--- src/rtl/core/tcw_pkg.sv ---
`timescale 1ns / 1ps

package tcw_pkg;

    // field widths
    localparam int ADDR_W = 20;
    localparam int LINE_W = 8;
    localparam int COL_W  = 7;
    localparam int CELL_W = 15;
    localparam int VAL_W  = 16;
    localparam int CNT_W  = 4;

    // parameter defaults
    localparam int COLUMNS_DEF   = 80;
    localparam int ROWS_DEF      = 25;
    localparam int TAB_WIDTH_DEF = 8;
    localparam int CONSOLES_DEF  = 4;

    // register reset values
    localparam logic [ADDR_W-1:0] BASE_RESET = 20'hA0000;
    localparam logic [7:0]        ATTR_RESET = 8'h07;

    // register indexes
    localparam logic REG_BASE = 1'b0;
    localparam logic REG_ATTR = 1'b1;

    // result kinds
    localparam logic [1:0] KIND_CELL   = 2'd0;
    localparam logic [1:0] KIND_START  = 2'd1;
    localparam logic [1:0] KIND_CURSOR = 2'd2;

    // character codes
    localparam logic [7:0] CH_TAB   = 8'h09;
    localparam logic [7:0] CH_LF    = 8'h0A;
    localparam logic [7:0] CH_SPACE = 8'h20;
    localparam logic [7:0] CH_DEL   = 8'h7F;

    // pending operation of the sequencer
    localparam logic [1:0] OP_NONE   = 2'd0;
    localparam logic [1:0] OP_CELL   = 2'd1;
    localparam logic [1:0] OP_SCROLL = 2'd2;
    localparam logic [1:0] OP_CURSOR = 2'd3;

    typedef struct packed {
        logic [LINE_W-1:0] line;
        logic [COL_W-1:0]  col;
    } pos_t;

    typedef struct packed {
        logic en;
        pos_t pos;
    } pos_wr_t;

endpackage

--- src/rtl/core/tcw_pos_store.sv ---
`timescale 1ns / 1ps

// Line and column of each console; one read and one write port.
module tcw_pos_store #(
    parameter int CONSOLES = tcw_pkg::CONSOLES_DEF,
    parameter int CON_W    = (CONSOLES > 1) ? $clog2(CONSOLES) : 1
) (
    input  logic             clk,
    input  logic             rst_n,
    input  logic [CON_W-1:0] rd_idx,
    output tcw_pkg::pos_t    rd_pos,
    input  logic [CON_W-1:0] wr_idx,
    input  tcw_pkg::pos_wr_t wr
);

    tcw_pkg::pos_t pos_reg [CONSOLES];

    always_ff @(posedge clk or negedge rst_n)
    begin
        if (!rst_n)
        begin
            for (int i = 0; i < CONSOLES; i++)
            begin
                pos_reg[i] <= '0;
            end
        end
        else if (wr.en)
        begin
            pos_reg[wr_idx] <= wr.pos;
        end
    end

    assign rd_pos = pos_reg[rd_idx];

endmodule

--- src/rtl/core/text_console_cell_writer_top.sv ---
`timescale 1ns / 1ps

// Channel  Dir  Handshake            Payload
// s_*      in   s_tvalid/s_tready    tdata: character; tuser: console_index; tlast: end_of_buffer
// m_*      out  m_tvalid/m_tready    tdata: address, value; tuser: kind; tlast: last
// cfg_*    in   cfg_valid/cfg_ready  cfg_index: register, cfg_data: value
//
// A request is accepted while the sequencer is idle; each result then passes
// the shared multiplier (line * COLUMNS) and then loads the output register.
// A printable character writes one cell, a tab up to eight spaces, display start
// and cursor; a request that causes nothing leaves the sequencer idle. The input
// is ready only while the sequencer is idle, and a stalled output register holds
// it. Reset puts every console at line 0, column 0 and the registers at their defaults.
module text_console_cell_writer_top #(
    parameter int COLUMNS   = tcw_pkg::COLUMNS_DEF,
    parameter int ROWS      = tcw_pkg::ROWS_DEF,
    parameter int TAB_WIDTH = tcw_pkg::TAB_WIDTH_DEF,
    parameter int CONSOLES  = tcw_pkg::CONSOLES_DEF
) (
    input  logic        clk,
    input  logic        rst_n,
    // input requests
    input  logic        s_tvalid,
    output logic        s_tready,
    input  logic [7:0]  s_tdata,   // [7:0] character
    input  logic [1:0]  s_tuser,   // [1:0] console_index
    input  logic        s_tlast,   // end_of_buffer
    // results
    output logic        m_tvalid,
    input  logic        m_tready,
    output logic [39:0] m_tdata,   // [19:0] address, [35:20] value, [39:36] zero
    output logic [1:0]  m_tuser,   // [1:0] kind
    output logic        m_tlast,   // last result of the character
    // register writes
    input  logic        cfg_valid,
    output logic        cfg_ready,
    input  logic        cfg_index,
    input  logic [19:0] cfg_data
);

    localparam int CON_W = (CONSOLES > 1) ? $clog2(CONSOLES) : 1;

    localparam logic [1:0] ST_IDLE = 2'd0;
    localparam logic [1:0] ST_MUL  = 2'd1;
    localparam logic [1:0] ST_EMIT = 2'd2;

    localparam logic [tcw_pkg::COL_W-1:0]  COL_LAST = tcw_pkg::COL_W'(COLUMNS - 1);
    localparam logic [tcw_pkg::LINE_W-1:0] ROW_LAST = tcw_pkg::LINE_W'(ROWS - 1);

    // ---------------------------------------------------------------
    // configuration registers
    // ---------------------------------------------------------------
    logic [tcw_pkg::ADDR_W-1:0] base_reg;
    logic [7:0]                 attr_reg;

    assign cfg_ready = 1'b1;

    always_ff @(posedge clk or negedge rst_n)
    begin
        if (!rst_n)
        begin
            base_reg <= tcw_pkg::BASE_RESET;
            attr_reg <= tcw_pkg::ATTR_RESET;
        end
        else if (cfg_valid)
        begin
            unique case (cfg_index)
                tcw_pkg::REG_BASE: base_reg <= cfg_data;
                tcw_pkg::REG_ATTR: attr_reg <= cfg_data[7:0];
                default:           base_reg <= base_reg;
            endcase
        end
    end

    // ---------------------------------------------------------------
    // tab length table: spaces from a column to the next stop
    // ---------------------------------------------------------------
    logic [tcw_pkg::CNT_W-1:0] tab_len_tab [128];

    for (genvar g = 0; g < 128; g++)
    begin : g_tab
        assign tab_len_tab[g] = tcw_pkg::CNT_W'(TAB_WIDTH - (g % TAB_WIDTH));
    end

    // ---------------------------------------------------------------
    // per-console position store
    // ---------------------------------------------------------------
    logic [CON_W-1:0]  rd_idx;
    tcw_pkg::pos_t     rd_pos;
    logic [CON_W-1:0]  wr_idx;
    tcw_pkg::pos_wr_t  pos_wr;

    tcw_pos_store #(
        .CONSOLES (CONSOLES),
        .CON_W    (CON_W)
    ) u_pos_store (
        .clk    (clk),
        .rst_n  (rst_n),
        .rd_idx (rd_idx),
        .rd_pos (rd_pos),
        .wr_idx (wr_idx),
        .wr     (pos_wr)
    );

    assign rd_idx = CON_W'(s_tuser);

    // ---------------------------------------------------------------
    // sequencer
    // ---------------------------------------------------------------
    logic [1:0]                 state_reg, state_next;
    logic [1:0]                 op_reg, op_next;
    logic [CON_W-1:0]           con_reg, con_next;
    logic [7:0]                 ch_reg, ch_next;
    logic                       eob_reg, eob_next;
    logic [tcw_pkg::CNT_W-1:0]  cnt_reg, cnt_next;
    logic [tcw_pkg::LINE_W-1:0] line_reg, line_next;
    logic [tcw_pkg::COL_W-1:0]  col_reg, col_next;
    logic [tcw_pkg::CELL_W-1:0] prod_reg, prod_next;

    logic                       m_valid_reg, m_valid_next;
    logic [1:0]                 m_kind_reg, m_kind_next;
    logic [tcw_pkg::ADDR_W-1:0] m_addr_reg, m_addr_next;
    logic [tcw_pkg::VAL_W-1:0]  m_value_reg, m_value_next;
    logic                       m_last_reg, m_last_next;

    logic                       accept;
    logic                       in_range;
    logic                       slot_free;
    logic [tcw_pkg::LINE_W-1:0] mul_a;
    logic [tcw_pkg::CELL_W-1:0] cell_idx;
    logic [tcw_pkg::LINE_W-1:0] line_inc;
    logic [tcw_pkg::CNT_W-1:0]  cnt_dec;
    logic [1:0]                 tail_op;

    assign s_tready  = (state_reg == ST_IDLE);
    assign accept    = s_tvalid && s_tready;
    assign in_range  = (int'(s_tuser) < CONSOLES);
    assign slot_free = !m_valid_reg || m_tready;

    // shared unit: one multiply by COLUMNS, registered
    assign mul_a    = (op_reg == tcw_pkg::OP_SCROLL) ? (line_reg - ROW_LAST) : line_reg;
    assign prod_next = tcw_pkg::CELL_W'({7'd0, mul_a} * tcw_pkg::CELL_W'(COLUMNS));
    assign cell_idx  = prod_reg + tcw_pkg::CELL_W'(col_reg);

    // what follows the cells of a character: more cells, cursor or nothing
    function automatic logic [1:0] OP_TAIL(input logic more, input logic eob);
        logic [1:0] op;
        if (more)
        begin
            op = tcw_pkg::OP_CELL;
        end
        else if (eob)
        begin
            op = tcw_pkg::OP_CURSOR;
        end
        else
        begin
            op = tcw_pkg::OP_NONE;
        end
        return op;
    endfunction

    always_comb
    begin
        state_next   = state_reg;
        op_next      = op_reg;
        con_next     = con_reg;
        ch_next      = ch_reg;
        eob_next     = eob_reg;
        cnt_next     = cnt_reg;
        line_next    = line_reg;
        col_next     = col_reg;
        m_valid_next = m_valid_reg && !m_tready;
        m_kind_next  = m_kind_reg;
        m_addr_next  = m_addr_reg;
        m_value_next = m_value_reg;
        m_last_next  = m_last_reg;
        pos_wr       = '0;
        wr_idx       = con_reg;
        line_inc     = '0;
        cnt_dec      = '0;
        tail_op      = OP_TAIL(1'b0, eob_reg);

        unique case (state_reg)
            ST_IDLE:
            begin
                if (accept && in_range)
                begin
                    con_next  = rd_idx;
                    eob_next  = s_tlast;
                    line_next = rd_pos.line;
                    col_next  = rd_pos.col;
                    ch_next   = s_tdata;
                    cnt_next  = '0;
                    tail_op   = OP_TAIL(1'b0, s_tlast);
                    line_inc  = rd_pos.line + 1'b1;
                    priority if (s_tdata == tcw_pkg::CH_TAB)
                    begin
                        ch_next  = tcw_pkg::CH_SPACE;
                        cnt_next = tab_len_tab[rd_pos.col];
                        op_next  = tcw_pkg::OP_CELL;
                    end
                    else if (s_tdata == tcw_pkg::CH_LF)
                    begin
                        line_next      = line_inc;
                        col_next       = '0;
                        pos_wr.en      = 1'b1;
                        pos_wr.pos     = '{line: line_inc, col: '0};
                        wr_idx         = rd_idx;
                        op_next        = (line_inc >= ROW_LAST) ? tcw_pkg::OP_SCROLL : tail_op;
                    end
                    else if (s_tdata >= tcw_pkg::CH_SPACE && s_tdata != tcw_pkg::CH_DEL)
                    begin
                        cnt_next = tcw_pkg::CNT_W'(1);
                        op_next  = tcw_pkg::OP_CELL;
                    end
                    else
                    begin
                        op_next = tail_op;
                    end
                    state_next = (op_next == tcw_pkg::OP_NONE) ? ST_IDLE : ST_MUL;
                end
            end

            ST_MUL:
            begin
                state_next = ST_EMIT;
            end

            ST_EMIT:
            begin
                if (slot_free)
                begin
                    m_valid_next = 1'b1;
                    m_addr_next  = '0;
                    unique case (op_reg)
                        tcw_pkg::OP_CELL:
                        begin
                            m_kind_next  = tcw_pkg::KIND_CELL;
                            m_addr_next  = base_reg + tcw_pkg::ADDR_W'({cell_idx, 1'b0});
                            m_value_next = {attr_reg, ch_reg};
                            cnt_dec      = cnt_reg - 1'b1;
                            cnt_next     = cnt_dec;
                            tail_op      = OP_TAIL(cnt_dec != '0, eob_reg);
                            line_inc     = line_reg + 1'b1;
                            if (col_reg >= COL_LAST)
                            begin
                                col_next  = '0;
                                line_next = line_inc;
                                op_next   = (line_inc >= ROW_LAST) ? tcw_pkg::OP_SCROLL
                                                                   : tail_op;
                            end
                            else
                            begin
                                col_next = col_reg + 1'b1;
                                op_next  = tail_op;
                            end
                            pos_wr.en  = 1'b1;
                            pos_wr.pos = '{line: line_next, col: col_next};
                        end
                        tcw_pkg::OP_SCROLL:
                        begin
                            m_kind_next  = tcw_pkg::KIND_START;
                            m_value_next = tcw_pkg::VAL_W'(prod_reg);
                            op_next      = OP_TAIL(cnt_reg != '0, eob_reg);
                        end
                        tcw_pkg::OP_CURSOR:
                        begin
                            m_kind_next  = tcw_pkg::KIND_CURSOR;
                            m_value_next = tcw_pkg::VAL_W'(cell_idx);
                            op_next      = tcw_pkg::OP_NONE;
                        end
                        default:
                        begin
                            m_valid_next = m_valid_reg && !m_tready;
                            op_next      = tcw_pkg::OP_NONE;
                        end
                    endcase
                    m_last_next = (op_next == tcw_pkg::OP_NONE);
                    state_next  = (op_next == tcw_pkg::OP_NONE) ? ST_IDLE : ST_MUL;
                end
            end

            default:
            begin
                state_next = ST_IDLE;
            end
        endcase
    end

    always_ff @(posedge clk or negedge rst_n)
    begin
        if (!rst_n)
        begin
            state_reg   <= ST_IDLE;
            op_reg      <= tcw_pkg::OP_NONE;
            m_valid_reg <= 1'b0;
        end
        else
        begin
            state_reg   <= state_next;
            op_reg      <= op_next;
            m_valid_reg <= m_valid_next;
        end
    end

    // working and payload registers
    always_ff @(posedge clk)
    begin
        con_reg     <= con_next;
        ch_reg      <= ch_next;
        eob_reg     <= eob_next;
        cnt_reg     <= cnt_next;
        line_reg    <= line_next;
        col_reg     <= col_next;
        m_kind_reg  <= m_kind_next;
        m_addr_reg  <= m_addr_next;
        m_value_reg <= m_value_next;
        m_last_reg  <= m_last_next;
        if (state_reg == ST_MUL)
        begin
            prod_reg <= prod_next;
        end
    end

    assign m_tvalid = m_valid_reg;
    assign m_tdata  = {4'd0, m_value_reg, m_addr_reg};
    assign m_tuser  = m_kind_reg;
    assign m_tlast  = m_last_reg;

endmodule
--- config.mk ---
export PLATFORM = sky130hd
export DESIGN_NAME = text_console_cell_writer_top
export DESIGN_NICKNAME = d
export VERILOG_FILES = /design/src/rtl/core/tcw_pkg.sv /design/src/rtl/core/tcw_pos_store.sv /design/src/rtl/core/text_console_cell_writer_top.sv
export SDC_FILE = /design/constraint.sdc
export NUM_CORES = 1
export LEC_CHECK = 0
export ABC_CLOCK_PERIOD_IN_PS = 4300
export BUFFER_PORTS_ARGS = -buffer_cell sky130_fd_sc_hd__buf_2
export CAP_MARGIN = 20
export CORE_MARGIN = 4
export CORE_UTILIZATION = 25
export CTS_BUF_LIST = sky130_fd_sc_hd__clkbuf_8
export DETAILED_ROUTE_END_ITERATION = 6
export SYNTH_ARGS = -nofsm -noshare
export SYNTH_HDL_FRONTEND = slang
export SYNTH_SLANG_ARGS = --single-unit
--- constraint.sdc ---
create_clock -name clk -period 4.3 [get_ports clk]
set_clock_uncertainty 0.1 [all_clocks]
set_input_delay 0 -clock clk [delete_from_list [all_inputs] [get_ports clk]]
set_output_delay 0 -clock clk [all_outputs]
set_load 0.03 [all_outputs]
==> results of run 1 <==
power by group through the flow:
stage	Combinational, uW	Clock, uW	Sequential (uW)
2_1_floorplan	2790	0	3010
5_1_grt	4420	1360	3000
3_5_place_dp	3860	0	2970
4_1_cts	3910	1300	2930
6_report	3920	1260	2930
3_3_place_gp	3800	0	2950
logic make-up after synthesis:
group                    synth area share [%]
AO/OA/AOI/OAI                            13.1
XOR/XNOR                                 4.92
adder cells (fa/ha/maj)                  6.73
buffers and inverters                    3.27
flip-flops                               50.2
multiplexers                             7.57
other                                  0.0795
AND/OR/NAND/NOR                          14.2
worst min-delay path by stage:
stage | start | endpoint | slack [ns]
floorplan | rst_n | attr_reg[3]$_DFFE_PN0P_ | -0.40
global placement | rst_n | u_pos_store.pos_reg[9]$_DFFE_PN0P_ | -0.02
detailed placement | rst_n | u_pos_store.pos_reg[39]$_DFFE_PN0P_ | -0.02
CTS | cfg_index | base_reg[3]$_DFFE_PN0P_ | 0.01
global route | cfg_valid | base_reg[12]$_DFFE_PN0P_ | 0.04
finish | cfg_valid | base_reg[12]$_DFFE_PN0P_ | 0.03
routing by layer:
metal  vias to the layer above  share of wire, %  global-route usage, %
li1                       3351                 -                      -
met1                      3299                49                   16.7
met2                       201                45                   17.7
met3                        18               5.4                   2.29
met4                         0              0.94                   2.64
met5                         -                 0                      0
worst max-delay path: stages, from the launching register on:
cell and delay [ns]:
edfxtp_1 0.47, ha_1 0.21, inv_1 0.06, fa_1 0.40, nor2b_1 0.12, o21ai_0 0.17
nor2_1 0.28, nand3_1 0.14, xnor2_1 0.23, ha_1 0.33, a21oi_2 0.22, o21ai_0 0.11
a21o_1 0.19, a221o_1 0.33, a31oi_1 0.28, xor2_1 0.17, nor2_1 0.05
metrics by stage:
stage	total power, uW	std cells	util (%)
floorplan	5800	882	-
detailed placement	6820	1427	28.0
global placement	6750	1427	28.0
global route	8780	1501	30.3
finish	8120	1501	30.3
CTS	8140	1497	30.2
layout make-up:
type | count | area [um2]
clock inverter | 14 | 186
sequential | 173 | 4740
fill | 3854 | 25800
tap | 504 | 631
inverter | 24 | 90.1
timing repair buffer | 129 | 893
multi-input combinational | 639 | 4420
clock buffer | 18 | 248
what timing repair did:
item | 4_1_cts | 5_1_grt
gates resized for setup | 0 | 1
setup endpoints to repair | 0 | 2
hold buffers | 38 | 1
endpoints found under the hold margin | 97 | 9
placed cells by master (no fill, tap or decap), types with 7 or more instances in the layout:
cell type / netlist / layout
o21ai_0: 45 / 45
and2_1: 7 / 7
dfrtp_1: 88 / 88
nand2b_1: 14 / 14
and3_1: 7 / 7
a21o_1: 12 / 12
dlygate4sd3_1: 0 / 38
nand3_1: 23 / 23
nor3_1: 8 / 8
nor2b_1: 11 / 10
buf_2: 7 / 76
mux2_2: 29 / 29
clkbuf_8: 0 / 18
o21ai_1: 8 / 8
buf_4: 6 / 13
ha_1: 46 / 46
inv_1: 23 / 23
a21oi_1: 65 / 64
edfxtp_1: 80 / 80
xor2_1: 24 / 24
mux4_2: 15 / 15
xnor2_1: 29 / 29
nor2_1: 81 / 80
nand2_1: 106 / 106
a22oi_1: 12 / 12
==> metrics.csv, run 1 <==
stage,metric,value,unit
synth,most frequent cells after synthesis,"106 x nand2_1, 88 x dfrtp_1, 81 x nor2_1",
setup_path,R2R depth,16,
power,switching share of power,41.7,%
synth,"area leader, netlist",edfxtp_1,
floorplanning,Core ar.,37000,um2
route,DRC viols,0,
grt,Total GRT Usage,11.5,%
synth,synthesis-stage register bit count,173,
route,initial DRC count,379,
timing,Worst Max-Slew Pin Slew,1.06,ns
placed_design,pre-CTS WS,0.183,ns
timing,PnR worst setup slack,0.200,ns
setup_path,crit path launch,col_reg[4]$_DFFE_PP_,
power,Internal,4730,uW
synth,Async SR Flop Fraction,53.8,%
grt,Overflow after GRT,0,
setup_path,crit path capture type,flip-flop,
floorplanning,Die Area,40900,um2
setup_path,Crit Path Max Fanout,6,
floorplanning,initial core utilization,25.5,%
timing,Final Hold Fails,0,
clock_tree,CTS H-tree depth,4,
synth,syn_area_per_cell,10.7,um2
cells_and_area,layout cell share with drive strength beyond 1,19.0,%
floorplanning,die height,202,um
placed_design,# port buffers,77,
floorplanning,num ports,83,
synth,largest cells by area after synthesis,"edfxtp_1 25%, dfrtp_1 23%, ha_1 6.1%",
placed_design,Placer Congestion,0.937,
grt,first-pass GRT wire length,37800,um
flow_run,max_cap viols,0,
timing,Slew HR,29.3,%
grt,initial antenna violation count,0,
setup_path,worst flop-to-flop path endpoint,m_addr_reg[16]$_SDFFCE_PN0P_,
synth,Ys Warns,0,
power,Comb pwr share,48.3,%
synth,"EDFF count, synth",80,
clock_tree,clock root buffer,clkbuf_8,
timing,Min Hold Slack,0.0308,ns
power,power per cell area,725,nW/um2
timing,Final Max Slew Viols,0,
route,Antenna Nets Post-Route,0,
clock_tree,clk sink count,173,
cells_and_area,design area,11200,um2
outcome,status,"finished, final reports clean",
route,vias after detailed routing,6869,
synth,post-synth cell types,71,
route,vias per cell,4.58,
grt,pin count of the biggest net entering global routing,42,
cells_and_area,max reg flops,60,
timing,"Setup violations, final",0,
route,WL/cell,15.6,um
floorplanning,Site Rows,70,
synth,Mapped Cells,879,
clock_tree,clock slew at reported path FFs,0.10,ns
cells_and_area,ANT cells,0,
route,final WL,23500,um
setup_path,worst r2r src,col_reg[4]$_DFFE_PP_,
setup_path,CP Data Arrival Time,4.24,ns
cells_and_area,nets@finish,1070,
clock_tree,CTS tree,built,
timing,fmax,0.244,GHz
worst_hold_path,Hold WC Path Type,input pin to flip-flop,
timing,unrepaired setup endpoints after global routing,false,
clock_tree,clk buf depth,2,
synth,part of the Yosys area used for sequential elements,50.2,%
power,Psw,3390,uW
clock_tree,CTS buffer count,17,
synth,Post-synth top flop,dfrtp_1,
synth,"count leader, synth",nand2_1,
timing,final period utilization,95.3,%
power,LEAKAGE,0.00455,uW
route,1st-pass router iterations,5,
synth,mapped cell area,9440,um2
clock_tree,clk_lat worst skew,0.48,ns
setup_path,critical path class,flip-flop to flip-flop,
power,Max IR drop VDD,0.286,mV
clock_tree,post-CTS setup repair buffer count,0,
synth,post-synth top area share,25.4,%
worst_hold_path,hold depth,3,
placed_design,Placed Area,10300,um2
cells_and_area,P&R area growth vs syn,18.6,%
grt,vias in the first global route,6692,
setup_path,r2r setup slk,0.20,ns
power,Sequential Power Share,36.1,%
timing,fin crit period,4.10,ns
power,clock power share,15.6,%
setup_path,CP Capture Point,m_addr_reg[16]$_SDFFCE_PN0P_,
floorplanning,Die W,202,um
setup_path,worst path required time,4.44,ns
timing,setup TNS,0,ns
placed_design,DP HPWL,17300,um
setup_path,crit path launch type,flip-flop,
Power figures use the tool's default switching activity.
==> inputs of run 2 (changes only) <==
ABC_AREA = 1   (was default)
BUFFER_PORTS_ARGS = -buffer_cell sky130_fd_sc_hd__buf_4   (was -buffer_cell sky130_fd_sc_hd__buf_2)
==> run 2 against run 1 <==
Net effect:
- global-route usage rose by 0.65 points
- register-to-register slack better by 0.40 ns
- synthesized cell count up 27%
- final area rose by 2.1%
- total power decreased by 7.1%
- clock power is 9% lower
- via count up 14%
- hold slack better by 0.0019 ns
- sequential cell count unchanged
- cell count rose by 16%
==> metrics.csv, run 2 <==
stage,metric,value,unit
outcome,status,"finished, final reports clean",
clock_tree,clk sink count,173,
timing,Final Hold Fails,0,
clock_tree,cts repair resizes,0,
timing,final period utilization,85.9,%
grt,vias in the first global route,7472,
cells_and_area,fin cells,1742,
placed_design,Placer Congestion,0.858,
setup_path,worst path bufs/invs,2,
clock_tree,clock slew at reported path FFs,0.10,ns
grt,initial antenna violation count,0,
setup_path,Slowest cell on crit path,fa_1,
setup_path,"delay-heaviest family, CP",simple AND/OR/NAND/NOR gates,
timing,setup TNS,0,ns
route,vias after detailed routing,7832,
floorplanning,Die W,204,um
synth,Post-synth top flop,dfrtp_1,
placed_design,placed cell count,1674,
setup_path,crit path capture type,flip-flop,
floorplanning,die height,204,um
power,power per cell area,660,nW/um2
timing,Slew HR,26.2,%
power,switching share of power,44.0,%
power,Max IR drop VDD,0.256,mV
clock_tree,clk buf depth,2,
placed_design,# port buffers,77,
synth,"area leader, netlist",edfxtp_1,
synth,part of the Yosys area used for sequential elements,49.4,%
floorplanning,Die Area,41600,um2
clock_tree,clk_lat worst skew,0.48,ns
floorplanning,Core ar.,37800,um2
synth,Ys Warns,0,
placed_design,DP HPWL,18400,um
cells_and_area,Reg area,4740,um2
route,1st-pass router iterations,5,
power,Sequential Power Share,37.0,%
clock_tree,post-CTS setup repair buffer count,0,
power,Internal,4230,uW
power,LEAKAGE,0.00518,uW
power,Comb pwr share,47.8,%
setup_path,worst path required time,4.43,ns
synth,Mapped Cells,1116,
synth,Async SR Flop Fraction,53.8,%
clock_tree,CTS buffer count,17,
route,Antenna Nets Post-Route,0,
synth,"count leader, synth",nand2_1,
cells_and_area,max reg flops,60,
grt,first-pass GRT wire length,40400,um
floorplanning,initial core utilization,25.4,%
cells_and_area,Post-Route Utilization,30.3,%
clock_tree,clock root buffer,clkbuf_8,
power,Psw,3320,uW
cells_and_area,area occupied by multi-input gates,4170,um2
setup_path,crit path launch type,flip-flop,
cells_and_area,layout cell share with drive strength beyond 1,13.4,%
flow_run,max_cap viols,0,
clock_tree,CTS tree,built,
grt,Total GRT Usage,12.1,%
route,final WL,25400,um
grt,pin count of the biggest net entering global routing,56,
clock_tree,CTS H-tree depth,4,
setup_path,"most used cell, CP",nor2_1,
timing,unrepaired setup endpoints after global routing,false,
setup_path,r2r setup slk,0.60,ns
cells_and_area,P&R area growth vs syn,19.2,%
synth,most frequent cells after synthesis,"317 x nand2_1, 120 x inv_1, 109 x o21ai_0",
synth,syn_area_per_cell,8.59,um2
route,DRC viols,0,
synth,"EDFF count, synth",80,
route,initial DRC count,581,
synth,largest cells by area after synthesis,"edfxtp_1 25%, dfrtp_1 23%, nand2_1 12%",
synth,post-synth top area share,25.1,%
worst_hold_path,Hold WC Path Type,input pin to asynchronous set/reset pin,
synth,post-synth cell types,53,
cells_and_area,most frequent cells in the layout,"317 x nand2_1, 121 x inv_1, 109 x o21ai_0",
timing,fin crit period,3.70,ns
route,vias per cell,4.50,
cells_and_area,Filler Cell Count,3980,
floorplanning,Site Rows,71,
setup_path,"slowest stage delay, CP",0.48,ns
synth,mapped cell area,9590,um2
setup_path,CP Data Arrival Time,3.82,ns
timing,Final Max Slew Viols,0,
cells_and_area,"most common cell after layout, fill and taps aside",nand2_1,
synth,synthesis-stage register bit count,173,
floorplanning,num ports,83,
route,WL/cell,14.6,um
power,clock power share,15.2,%
setup_path,Crit Path Max Fanout,5,
timing,fmax,0.271,GHz
grt,Overflow after GRT,0,
setup_path,crit path cell chain,inv_1 -> fa_1 -> or2_2 -> a21oi_1 -> nand2_1 -> nor2_1 -> inv_1 -> nor2_1 -> nor2_1 -> ha_1 -> a21o_1 -> a211oi_1 -> nand2_1 -> nand2_1 -> nand2_1 -> and3_1 -> nor2_1 -> nor2_1,
timing,Worst Max-Slew Pin Slew,1.10,ns
clock_tree,hold bufs inserted after CTS,34,
cells_and_area,nets@finish,1303,
timing,"Setup violations, final",0,
setup_path,critical path class,flip-flop to flip-flop,
## run 2: changes by cell type after synthesis, moves of 9 or more
cell      change
nand3_1      +28
inv_1        +97
xor2_1        -9
nor2b_1      -11
mux4_2       -15
nor2_1       -27
xnor2_1      -24
a21oi_1      -10
nand2b_1     -14
o21ai_0      +64
mux2_2       -17
nand2_1     +211
a21o_1       -10
## run 2: worst reg2reg max path, stage by stage (launching register included)
cell and delay (ns):
edfxtp_1 0.44, inv_1 0.13, fa_1 0.48, or2_2 0.31
a21oi_1 0.17, nand2_1 0.12, nor2_1 0.18, inv_1 0.08
nor2_1 0.09, nor2_1 0.07, ha_1 0.33, a21o_1 0.18
a211oi_1 0.20, nand2_1 0.13, nand2_1 0.08, nand2_1 0.07
and3_1 0.16, nor2_1 0.08, nor2_1 0.05
## run 2: kinds of logic after synthesis
group                      Yosys count  share of synthesized area, %
muxes                               13                          1.51
AOI/OAI and AO/OA                  230                          13.5
and+or+nand+nor                    457                          19.7
buffers and inverters              172                          7.35
xor gates and xnor gates            20                          1.83
other                                2                        0.0783
adders and majority gates           49                          6.63
DFF                                173                          49.4
## run 2: power by group through the flow
stage,combinational (uW),sequential (uW),clock (uW)
floorplan,2330,2960,0
finish,3600,2790,1150
CTS,3600,2790,1180
global placement,3500,2810,0
global route,4050,2850,1250
detailed placement,3560,2830,0
## run 2: worst paths after layout
path / from / to / cells after the start
min in group clk: cfg_valid / attr_reg[2]$_DFFE_PN1P_ / 4
worst max-delay path: col_reg[5]$_DFFE_PP_ / m_addr_reg[18]$_SDFFCE_PN0P_ / 18
max in group asynchronous: rst_n / base_reg[14]$_DFFE_PN0P_ / 3
worst min register to register: u_pos_store.pos_reg[54]$_DFFE_PN0P_ / u_pos_store.pos_reg[54]$_DFFE_PN0P_ / 2
worst max register to register: col_reg[5]$_DFFE_PP_ / m_addr_reg[18]$_SDFFCE_PN0P_ / 18
worst min-delay path: rst_n / u_pos_store.pos_reg[37]$_DFFE_PN0P_ / 2
## run 2: area by class of cell
class / instances / area share (%)
Multi-Input combinational cell: 774 / 36.5
Sequential cell: 173 / 41.4
Antenna cell: 1 / 0.0219
Clock buffer: 17 / 2.05
Inverter: 126 / 4.14
Tap cell: 511 / 5.59
Clock inverter: 15 / 1.29
Timing Repair Buffer: 125 / 9.02
## run 2: metal layers
metal | global-route usage, % | share of wire [%]
met1 | 17.1 | 47
met2 | 19.8 | 47
met3 | 2.41 | 5.7
met4 | 1.85 | 0.54
met5 | 0 | 0
## run 2: through the flow
stage	setup WS, ns	instance area [um2]	hold slack [ns]	power (uW)
after floorplan	0.924	9600	-0.396	5290
after global routing	0.143	11400	0.0576	8150
after detailed placement	0.679	10700	0.0188	6380
after CTS	0.636	11400	0.0253	7570
final	0.605	11400	0.0326	7540
after global placement	0.711	10700	0.00334	6310
==> inputs of run 3 (changes only) <==
BUFFER_PORTS_ARGS = default   (was -buffer_cell sky130_fd_sc_hd__buf_4)
CORE_MARGIN = 2   (was 4)
DONT_BUFFER_PORTS = 1   (was default)
==> run 3 against run 2 <==
Net effect:
- the flow now finishes with violations (negative hold slack)
- clock power about the same
- final area down 3.8%
- maximum frequency down 0.17%
- first-iteration DRC count up 2.1%
- highest routed layer is now met5
- count of clock-buffer cells in the layout unchanged
- critical path type unchanged
==> metrics.csv, run 3 (same netlist as run 2, synthesis figures left out) <==
stage,metric,value,unit
outcome,status,finished with violations,
outcome,failing checks,negative hold slack,
grt,Overflow after GRT,0,
power,clock power share,16.0,%
placed_design,DP HPWL,17600,um
clock_tree,clk sink count,173,
grt,first-pass GRT wire length,39300,um
timing,Worst Max-Slew Pin Slew,1.08,ns
clock_tree,CTS buffer count,17,
power,LEAKAGE,0.00487,uW
setup_path,CP Data Arrival Time,3.86,ns
floorplanning,die height,200,um
floorplanning,Die Area,39900,um2
cells_and_area,most frequent cells in the layout,"317 x nand2_1, 120 x inv_1, 109 x o21ai_0",
cells_and_area,nets@finish,1236,
route,vias after detailed routing,7700,
power,Sequential Power Share,41.1,%
timing,Slew HR,27.8,%
grt,pin count of the biggest net entering global routing,94,
cells_and_area,"most common cell after layout, fill and taps aside",nand2_1,
clock_tree,clock slew at reported path FFs,0.11,ns
floorplanning,Core ar.,37800,um2
cells_and_area,ANT cells,0,
floorplanning,num ports,83,
setup_path,crit path launch type,flip-flop,
placed_design,Placer Congestion,0.862,
route,vias per cell,4.60,
route,Antenna Nets Post-Route,0,
route,WL/cell,14.7,um
worst_hold_path,Hold WC Path Type,input pin to asynchronous set/reset pin,
cells_and_area,Filler Cell Count,3964,
floorplanning,Site Rows,71,
clock_tree,clk buf depth,2,
power,power per cell area,675,nW/um2
timing,Min Hold Slack,-0.0156,ns
timing,final period utilization,86.1,%
route,1st-pass router iterations,5,
placed_design,Placed Area,10100,um2
setup_path,critical path class,flip-flop to flip-flop,
timing,Final Max Slew Viols,0,
cells_and_area,Reg area,4740,um2
placed_design,# port buffers,0,
timing,fmax,0.270,GHz
power,Comb pwr share,43.0,%
flow_run,max_cap viols,0,
cells_and_area,max reg flops,60,
clock_tree,clock root buffer,clkbuf_8,
route,DRC viols,0,
grt,initial antenna violation count,1,
clock_tree,CTS tree,built,
grt,Total GRT Usage,12.7,%
timing,setup TNS,0,ns
placed_design,placed cell count,1597,
power,Max IR drop VDD,0.250,mV
clock_tree,cts repair resizes,0,
power,Internal,4080,uW
timing,fin crit period,3.70,ns
timing,unrepaired setup endpoints after global routing,false,
floorplanning,Die W,200,um
cells_and_area,layout cell share with drive strength beyond 1,8.00,%
grt,vias in the first global route,7310,
route,initial DRC count,593,
setup_path,Crit Path Max Fanout,4,
power,Psw,3350,uW
cells_and_area,design area,11000,um2
timing,"Setup violations, final",0,
floorplanning,initial core utilization,25.4,%
setup_path,worst path required time,4.46,ns
clock_tree,CTS H-tree depth,4,
route,final WL,24600,um
power,switching share of power,45.1,%
setup_path,crit path capture type,flip-flop,
clock_tree,clk_lat worst skew,0.49,ns
cells_and_area,area occupied by multi-input gates,4170,um2
cells_and_area,P&R area growth vs syn,14.7,%
timing,Final Hold Fails,29,
cells_and_area,fin cells,1674,
-- run 3: area by class of cell --
| type | count | area share, % |
|---|---|---|
| clock buffer | 17 | 2.13 |
| multi-input combinational | 774 | 37.9 |
| clock inverter | 15 | 1.58 |
| timing repair buffer | 58 | 5.21 |
| sequential | 173 | 43.1 |
| inverter | 126 | 4.30 |
| tap | 511 | 5.81 |
-- run 3: per-stage QoR --
stage | setup WS, ns | util (%) | power [uW]
2_1_floorplan | 0.924 | - | 5290
3_3_place_gp | 0.726 | 26.8 | 6080
3_5_place_dp | 0.656 | 26.8 | 6160
4_1_cts | 0.625 | 29.1 | 7440
5_1_grt | 0.204 | 29.1 | 8070
6_report | 0.598 | 29.1 | 7430
-- run 3: power by group through the flow --
stage / sequential, uW / clock, uW / combinational [uW]
3_5_place_dp: 3080 / 0 / 3080
3_3_place_gp: 3080 / 0 / 3010
6_report: 3050 / 1180 / 3190
4_1_cts: 3050 / 1210 / 3180
2_1_floorplan: 2960 / 0 / 2330
5_1_grt: 3120 / 1290 / 3660
-- run 3: worst max-delay path, stage by stage (launching register included) --
cell and delay (ns):
edfxtp_1 0.38, ha_1 0.17, inv_1 0.05, fa_1 0.40, or2_2 0.31, a21oi_1 0.19
nand2_1 0.13, nor2_1 0.18, inv_1 0.08, nand2_1 0.08, inv_1 0.05, ha_1 0.32
a21oi_1 0.21, nor2_1 0.06, a211oi_1 0.18, nand2_1 0.13, nand2_1 0.09, nand2_1 0.07
and3_1 0.16, nor2_1 0.08, nor2_1 0.05
-- run 3: worst paths after layout --
kind                                                      from                             endpoint  slack, ns  cells after the start
setup / recovery                         prod_reg[4]$_DFFE_PN_         m_addr_reg[18]$_SDFFCE_PN0P_       0.60                     20
max in group asynchronous                                rst_n              attr_reg[0]$_DFFE_PN1P_       3.66                      2
setup reg to reg                         prod_reg[4]$_DFFE_PN_         m_addr_reg[18]$_SDFFCE_PN0P_       0.60                     20
hold / removal                                           rst_n  u_pos_store.pos_reg[36]$_DFFE_PN0P_      -0.02                      2
hold reg to reg            u_pos_store.pos_reg[31]$_DFFE_PN0P_  u_pos_store.pos_reg[31]$_DFFE_PN0P_       0.38                      2
min in group clk                                    s_tuser[0]                 col_reg[0]$_DFFE_PP_       0.03                      3
-- run 3: per-layer routing --
| metal | GRT usage (%) | wire (um) | up-vias | part of all wire, % |
|---|---|---|---|---|
| li1 | - | - | 3778 | - |
| met1 | 17.0 | 11500 | 3661 | 47 |
| met2 | 20.4 | 11400 | 221 | 46 |
| met3 | 3.18 | 1420 | 38 | 5.8 |
| met4 | 3.07 | 354 | 2 | 1.4 |
| met5 | 0 | 13 | - | 0.053 |
-- run 3: what timing repair did --
action,in CTS,in global routing
endpoints found under the setup margin,0,0
hold buffers,44,0
setup buffers,0,0
endpoints found under the hold margin,205,0
